==> config.mk <==
export PLATFORM = sky130hd
export DESIGN_NAME = mmpc_ctrl
export DESIGN_NICKNAME = d
export VERILOG_FILES = /design/src/hw/rtl/mmpc_pkg.sv /design/src/hw/rtl/mmpc_ctrl.sv
export VERILOG_INCLUDE_DIRS = /design/src /design/src/hw/rtl
export SDC_FILE = /design/constraint.sdc
export NUM_CORES = 1
export LEC_CHECK = 0
export BUFFER_PORTS_ARGS = -buffer_cell sky130_fd_sc_hd__buf_2
export CORE_MARGIN = 10
export CORE_UTILIZATION = 23
export CTS_CLUSTER_SIZE = 10
export DETAILED_ROUTE_END_ITERATION = 10
export GPL_TIMING_DRIVEN = 0
export PLACE_DENSITY_LB_ADDON = 0.25
export SYNTH_ARGS = -nofsm -noshare
export SYNTH_HDL_FRONTEND = slang
export SYNTH_SLANG_ARGS = --single-unit
export TNS_END_PERCENT = 5
==> constraint.sdc <==
create_clock -name i_clk -period 1.3 [get_ports i_clk]
set_input_delay 0.26 -clock i_clk [delete_from_list [all_inputs] [get_ports i_clk]]
set_output_delay 0.26 -clock i_clk [all_outputs]
set_load 0.01 [all_outputs]
==> src/hw/rtl/multiclass_margin_perceptron_core_assert.svh <==
// Assertion macros shared by the perceptron core modules.
// Each macro expects i_clk and i_rst_n in the scope where it is used.
`ifndef MULTICLASS_MARGIN_PERCEPTRON_CORE_ASSERT_SVH
`define MULTICLASS_MARGIN_PERCEPTRON_CORE_ASSERT_SVH

// Consequent must hold in the same cycle as the antecedent.
`define MMPC_ASSERT_SAME(lbl, ante, cons, msg) \
    lbl: assert property (@(posedge i_clk) disable iff (!i_rst_n) (ante) |-> (cons)) \
        else $error(msg);

// Consequent must hold in the cycle after the antecedent.
`define MMPC_ASSERT_NEXT(lbl, ante, cons, msg) \
    lbl: assert property (@(posedge i_clk) disable iff (!i_rst_n) (ante) |=> (cons)) \
        else $error(msg);

`endif

==> src/hw/rtl/mmpc_pkg.sv <==
// ----------------------------------------------------------------------------
// mmpc_pkg
// Types, constants and helper functions of the multiclass margin perceptron.
// ----------------------------------------------------------------------------
`timescale 1ns / 1ps
`default_nettype none

package mmpc_pkg;

    localparam int FEATURE_DIM  = 1024;
    localparam int IDX_W        = $clog2(FEATURE_DIM);
    localparam int MAX_CLASSES  = 16;
    localparam int CLS_W        = $clog2(MAX_CLASSES);
    localparam int NCLS_W       = CLS_W + 1;
    localparam int MAX_NONZERO  = 64;
    localparam int BUF_AW       = $clog2(MAX_NONZERO);
    localparam int CNT_W        = BUF_AW + 1;
    localparam int WADDR_W      = CLS_W + IDX_W;
    localparam int WDEPTH       = MAX_CLASSES * FEATURE_DIM;
    localparam int VAL_W        = 16;
    localparam int W_W          = 32;
    localparam int RATE_W       = 31;
    localparam int PROD_W       = W_W + VAL_W;
    localparam int ACC_W        = PROD_W + BUF_AW;
    localparam int SAT_IN_W     = 44;
    localparam int FRAC_SHIFT   = 12;
    localparam int CFG_IDX_W    = 2;
    localparam int CFG_DATA_W   = 32;

    localparam logic [NCLS_W-1:0] NUM_CLASSES_RESET = NCLS_W'(2);
    localparam logic [RATE_W-1:0] MARGIN_RESET      = RATE_W'(65536);
    localparam logic [RATE_W-1:0] LRATE_RESET       = RATE_W'(65536);

    typedef enum logic [CFG_IDX_W-1:0] {
        CFG_NUM_CLASSES = 2'd0,
        CFG_MARGIN      = 2'd1,
        CFG_LRATE       = 2'd2
    } t_cfg_idx;

    localparam logic FUNC_TRAIN   = 1'b0;
    localparam logic FUNC_PREDICT = 1'b1;

    typedef struct packed {
        logic                    func;
        logic [IDX_W-1:0]        feature_index;
        logic signed [VAL_W-1:0] feature_value;
        logic [CLS_W-1:0]        target_class;
        logic                    last;
    } t_in_item;

    typedef struct packed {
        logic [CLS_W-1:0] chosen_class;
        logic             correct;
        logic             updated;
        logic             dropped;
    } t_out_item;

    typedef struct packed {
        logic [IDX_W-1:0]        feature_index;
        logic signed [VAL_W-1:0] feature_value;
    } t_feat;

    typedef enum logic [3:0] {
        ST_CLEAR,
        ST_IDLE,
        ST_S_BUF,
        ST_S_WGT,
        ST_S_MUL,
        ST_S_ACC,
        ST_S_FIN,
        ST_S_CMP,
        ST_DECIDE,
        ST_U_BUF,
        ST_U_WGT,
        ST_U_MUL,
        ST_U_WR,
        ST_U_BIAS,
        ST_DONE
    } t_state;

    typedef struct packed {
        logic clr_write;
        logic push;
        logic feat_rst;
        logic feat_inc;
        logic cls_rst;
        logic cls_inc;
        logic upd_mode;
        logic mul_load;
        logic acc_clr;
        logic acc_add;
        logic fin;
        logic cmp;
        logic decide;
        logic wr_upd;
        logic bias_upd;
        logic pass2_set;
        logic result;
    } t_ctl_cmd;

    typedef struct packed {
        logic clear_last;
        logic last_feat;
        logic last_cls;
        logic upd_now;
        logic do_upd;
        logic pass2;
    } t_dp_status;

    // Saturates a wide signed value to 32 bits.
    function automatic logic signed [W_W-1:0] sat32(input logic signed [SAT_IN_W-1:0] x);
        logic signed [W_W-1:0] r;
        if ((&x[SAT_IN_W-1:W_W-1]) || !(|x[SAT_IN_W-1:W_W-1])) begin
            r = x[W_W-1:0];
        end else if (x[SAT_IN_W-1]) begin
            r = {1'b1, {(W_W-1){1'b0}}};
        end else begin
            r = {1'b0, {(W_W-1){1'b1}}};
        end
        return r;
    endfunction

endpackage

`default_nettype wire

==> src/hw/rtl/mmpc_ctrl.sv <==
// ----------------------------------------------------------------------------
// mmpc_ctrl
// Sequencer: clearing pass, scoring walk, decision and two-row update.
// ----------------------------------------------------------------------------
`timescale 1ns / 1ps
`default_nettype none

`include "multiclass_margin_perceptron_core_assert.svh"

module mmpc_ctrl
    import mmpc_pkg::*;
(
    input  wire logic       i_clk,
    input  wire logic       i_rst_n,
    input  wire logic       i_accept,
    input  wire logic       i_last,
    input  wire t_dp_status i_status,
    output t_ctl_cmd        o_cmd,
    output logic            o_busy
);

    t_state r_state;
    t_state n_state;

    always_ff @(posedge i_clk) begin
        if (!i_rst_n) begin
            r_state <= ST_CLEAR;
        end else begin
            r_state <= n_state;
        end
    end

    always_comb begin
        n_state = r_state;
        case (r_state)
            ST_CLEAR:  if (i_status.clear_last) n_state = ST_IDLE;
            ST_IDLE:   if (i_accept && i_last) n_state = ST_S_BUF;
            ST_S_BUF:  n_state = ST_S_WGT;
            ST_S_WGT:  n_state = ST_S_MUL;
            ST_S_MUL:  n_state = ST_S_ACC;
            ST_S_ACC:  n_state = i_status.last_feat ? ST_S_FIN : ST_S_BUF;
            ST_S_FIN:  n_state = ST_S_CMP;
            ST_S_CMP:  n_state = i_status.last_cls ? ST_DECIDE : ST_S_BUF;
            ST_DECIDE: n_state = i_status.upd_now ? ST_U_BUF : ST_DONE;
            ST_U_BUF:  n_state = ST_U_WGT;
            ST_U_WGT:  n_state = ST_U_MUL;
            ST_U_MUL:  n_state = ST_U_WR;
            ST_U_WR:   n_state = i_status.last_feat ? ST_U_BIAS : ST_U_BUF;
            ST_U_BIAS: n_state = i_status.pass2 ? ST_DONE : ST_U_BUF;
            ST_DONE:   n_state = ST_IDLE;
            default:   n_state = ST_IDLE;
        endcase
    end

    always_comb begin
        o_cmd  = '0;
        o_busy = (r_state != ST_IDLE);
        case (r_state)
            ST_CLEAR: begin
                o_cmd.clr_write = 1'b1;
            end
            ST_IDLE: begin
                o_cmd.push     = i_accept;
                o_cmd.feat_rst = 1'b1;
                o_cmd.cls_rst  = 1'b1;
                o_cmd.acc_clr  = 1'b1;
            end
            ST_S_MUL: begin
                o_cmd.mul_load = 1'b1;
            end
            ST_S_ACC: begin
                o_cmd.acc_add  = 1'b1;
                o_cmd.feat_inc = !i_status.last_feat;
            end
            ST_S_FIN: begin
                o_cmd.fin = 1'b1;
            end
            ST_S_CMP: begin
                o_cmd.cmp      = 1'b1;
                o_cmd.cls_inc  = !i_status.last_cls;
                o_cmd.feat_rst = 1'b1;
                o_cmd.acc_clr  = 1'b1;
            end
            ST_DECIDE: begin
                o_cmd.decide = 1'b1;
            end
            ST_U_BUF: begin
                o_cmd.upd_mode = 1'b1;
            end
            ST_U_WGT: begin
                o_cmd.upd_mode = 1'b1;
            end
            ST_U_MUL: begin
                o_cmd.upd_mode = 1'b1;
                o_cmd.mul_load = 1'b1;
            end
            ST_U_WR: begin
                o_cmd.upd_mode = 1'b1;
                o_cmd.wr_upd   = 1'b1;
                o_cmd.feat_inc = !i_status.last_feat;
            end
            ST_U_BIAS: begin
                o_cmd.upd_mode  = 1'b1;
                o_cmd.bias_upd  = 1'b1;
                o_cmd.pass2_set = 1'b1;
                o_cmd.feat_rst  = 1'b1;
            end
            ST_DONE: begin
                o_cmd.result = 1'b1;
            end
            default: begin
                o_cmd = '0;
            end
        endcase
    end

    `MMPC_ASSERT_NEXT(a_done_to_idle, r_state == ST_DONE, r_state == ST_IDLE, "done must return to idle")
    `MMPC_ASSERT_SAME(a_upd_decided, r_state == ST_U_BUF, i_status.do_upd, "update pass without decision")
    `MMPC_ASSERT_NEXT(a_wr_after_mul, r_state == ST_U_MUL, o_cmd.wr_upd, "write-back must follow multiply")

endmodule

`default_nettype wire

==> metrics.md <==
| Metric | Value |
|---|---|
| Top reg by flops | r_state |
| Fin. Hold Viols | 0 |
| Final period util | 1.25 |
| Synth Area per Inst | between 7 and 8 µm² |
| Main combinational cell family by area after synthesis | simple AND/OR/NAND/NOR gates |
| CP max FO | 4 |
| Post-Synth Adder-Cell Area | 0 |
| XOR/XNOR share of the synthesized area | 0 |
| Synth top area share | 0.155 |
| Ys Warns | 0 |
| Skew-Pair Late Insertion Delay | around 230 ps |
| Violated checks | setup timing |
| Post-Synthesis Cells | roughly 70 |
| Syn Nets | 82 |
| Overflow after GRT | 0 |
| Finish-stage setup viols | 20 |
| Chip height | 67.4 µm |
| Port buffer count | 26 |
| Initial antenna violation count | 0 |
| Min-delay worst type | input pin to flop |
| Core ar. | approximately 2200 µm² |
| Initial core utilization | 0.238 |
| Crit Path Category | flop to output pin |
| Gr usage total | 0.0756 |
| Clk sinks | 4 |
| Bufs on Longest Clock Path | 2 |
| F_max | between 600 and 700 MHz |
| Ys flop type | dfxtp_1 |
| P_leak | 0.379 nW |
| Die area | between 4000 and 5000 µm² |
| Die width | just under 70 µm |
| Post-DR vias/cell | 4.58 |
| Slew headroom | 0.820 |
| Residual DRC | 0 |
| RR Startpoint | r_state[2] |
| Synth top cells by count | nand2_1 (8), nor2_1 (8), a21oi_1 (7) |
| Fin Hold WS | ~270 ps |
| # hold bufs at CTS | 0 |
| Num rows | 17 |
| Power Dens Cells | slightly below 500 nW/µm² |
| Number of flops mapped to enable cells by yosys | 0 |
| Minimum clock period | 1620 ps |
| Area after DPL | ~690 µm² |
| Vias in the first global route | roughly 590 |
| Area growth from synthesis to layout | 62.2% |
| Number of I/O pins | 28 |
| Hold_sp | i_rst_n |
| Largest net degree at the start of global routing | 11 |
| Antenna Diode Count | 0 |
| TritonCTS clock tree | done |
| Hold endpoint | r_state[0] |
| Max-cap viol count | 0 |
| Clock slew at reported path FFs | approximately 40 ps |
| DR vias | 609 |
| Max Clock Skew | ~2.3 ps |
| R2R Path End | r_state[2] |
| CTS Buf Count | 3 |
| Status | complete, but fails checks |
| Avg WL per Cell | 12.7 µm |
| Critical Path Source Type | flop |
| Multiplexer area fraction after synthesis | 0 |
| RSZ-0062 raised after global routing | yes |
| DRT iter0 DRCs | 6 |
| Hpwl dp | 1310 µm |
| Final slew viol count | 0 |
| Worst IR Drop VDD | 0.413 mV |
| Final instance area | between 800 and 900 µm² |
| Worst-Margin Slew | about 270 ps |
| Ys async rst share | 0 |
| Simple-gate share of the synthesized area | 0.346 |
| Compound-gate portion of the synthesized area | 0.317 |
| Largest registers | r_state (4) |
| Flops & latches, synth | 4 |
| Reg2reg path depth | 5 |
| Synth area leaders | dfxtp_1 (15%), buf_6 (11%), a21oi_1 (6.8%) |
| Nets@finish | about 120 |
| Hold Crit Depth | 3 |
| R2R Setup Slk | -70 ps |
| Crit path required time | about 1000 ps |
| Fraction of layout cells with a size suffix above 1 | 0.610 |
| Post-synthesis sequential area ratio | 0.155 |
| Critical Path AT | 1360 ps |
| Clock Root Buffer | clkbuf_4 |
| Post-Syn Area | 517 µm² |
| Placer Congestion | a little under 0.8 |
| Router iterations before antenna repair | 4 |
| H-Tree Depth | 1 |
| Max reg flops | 4 |
| Final ANT Viol Nets | 0 |
| Yosys top cell by area | dfxtp_1 |
| First-pass GRT wire length | approximately 2700 µm |
| Post-synth cell types | 29 |
| PnR worst setup slack | -322 ps |
| Crit end category | output pin |
| DRT Wirelength | between 1500 and 2000 µm |
-- per-stage QoR --
step           std cells   util  setup TNS, ps  setup slack, ps  power (mW)
6_report             133  0.386          -3280             -322       0.411
5_1_grt              133  0.386          -4640             -381       0.444
4_1_cts              131  0.362          -4400             -383       0.411
3_5_place_dp         126  0.317          -1220             -270       0.242
3_3_place_gp         126  0.317          -1110             -261       0.241
2_1_floorplan         72      -           -266             -181       0.201
-- worst max path at each step --
stage | slack [ps] | to | startpoint | cells after the start
after floorplan | -180 | o_cmd[15] | r_state[1] | 6
after global placement | -260 | o_cmd[15] | r_state[1] | 7
after detailed placement | -270 | o_cmd[15] | r_state[1] | 7
after CTS | -380 | o_cmd[15] | r_state[1] | 6
after global routing | -380 | o_cmd[14] | r_state[1] | 6
final | -320 | o_cmd[15] | r_state[2] | 5
-- routing by layer --
layer / track usage / part of all wire / routed length (µm)
met2: 0.130 / 0.50 / 848
met3: 0.0248 / 0.068 / 115
met5: 0 / 0 / 0
met1: 0.0866 / 0.43 / 718
met4: 0.0231 / 0 / 0
-- cell type report --
type,instances,area [µm²]
Fill cell,249,1330
Multi-Input combinational cell,57,402
Timing Repair Buffer,32,201
Sequential cell,4,88.8
Buffer,6,75.1
Tap cell,28,35.0
Clock buffer,3,22.5
Inverter,3,13.8
-- worst max-delay path, cell delays in order (launching register included) --
cell and delay, ps:
dfxtp_2 320, or2_1 270, or2_4 280, inv_4 50, and2_4 120, buf_6 90
-- cell families after synthesis --
| logic type | Yosys count |
|---|---|
| AOI/OAI and AO/OA | 22 |
| buffers and inverters | 11 |
| DFF | 4 |
| and+or+nand+nor | 35 |
-- layout by cell type (no fill, tap or decap), drive strengths merged --
cell	n
or2	2
a21oi	7
a21boi	2
and2	1
buf	38
a21o	1
nor3	4
o41ai	1
o22ai	1
inv	3
a311oi	1
a211oi	2
nand2b	5
a311o	1
clkbuf	3
nor2	8
o31ai	2
a31oi	2
o21ai	2
and2b	2
nand3	2
dfxtp	4
nand2	8
nor2b	2
and3	1
-- timing repair --
item / in CTS / in global routing
buffers inserted: 3 / 3
pin swaps: 3 / 5
setup endpoints to repair: 20 / 21
resized for setup: 17 / 13
-- report_power, final --
part	total, mW	internal (mW)	switching (mW)
sequential	0.131	0.125	0.00612
clock	0.147	0.103	0.0441
combinational	0.134	0.0710	0.0625
Power figures use the tool's default switching activity.
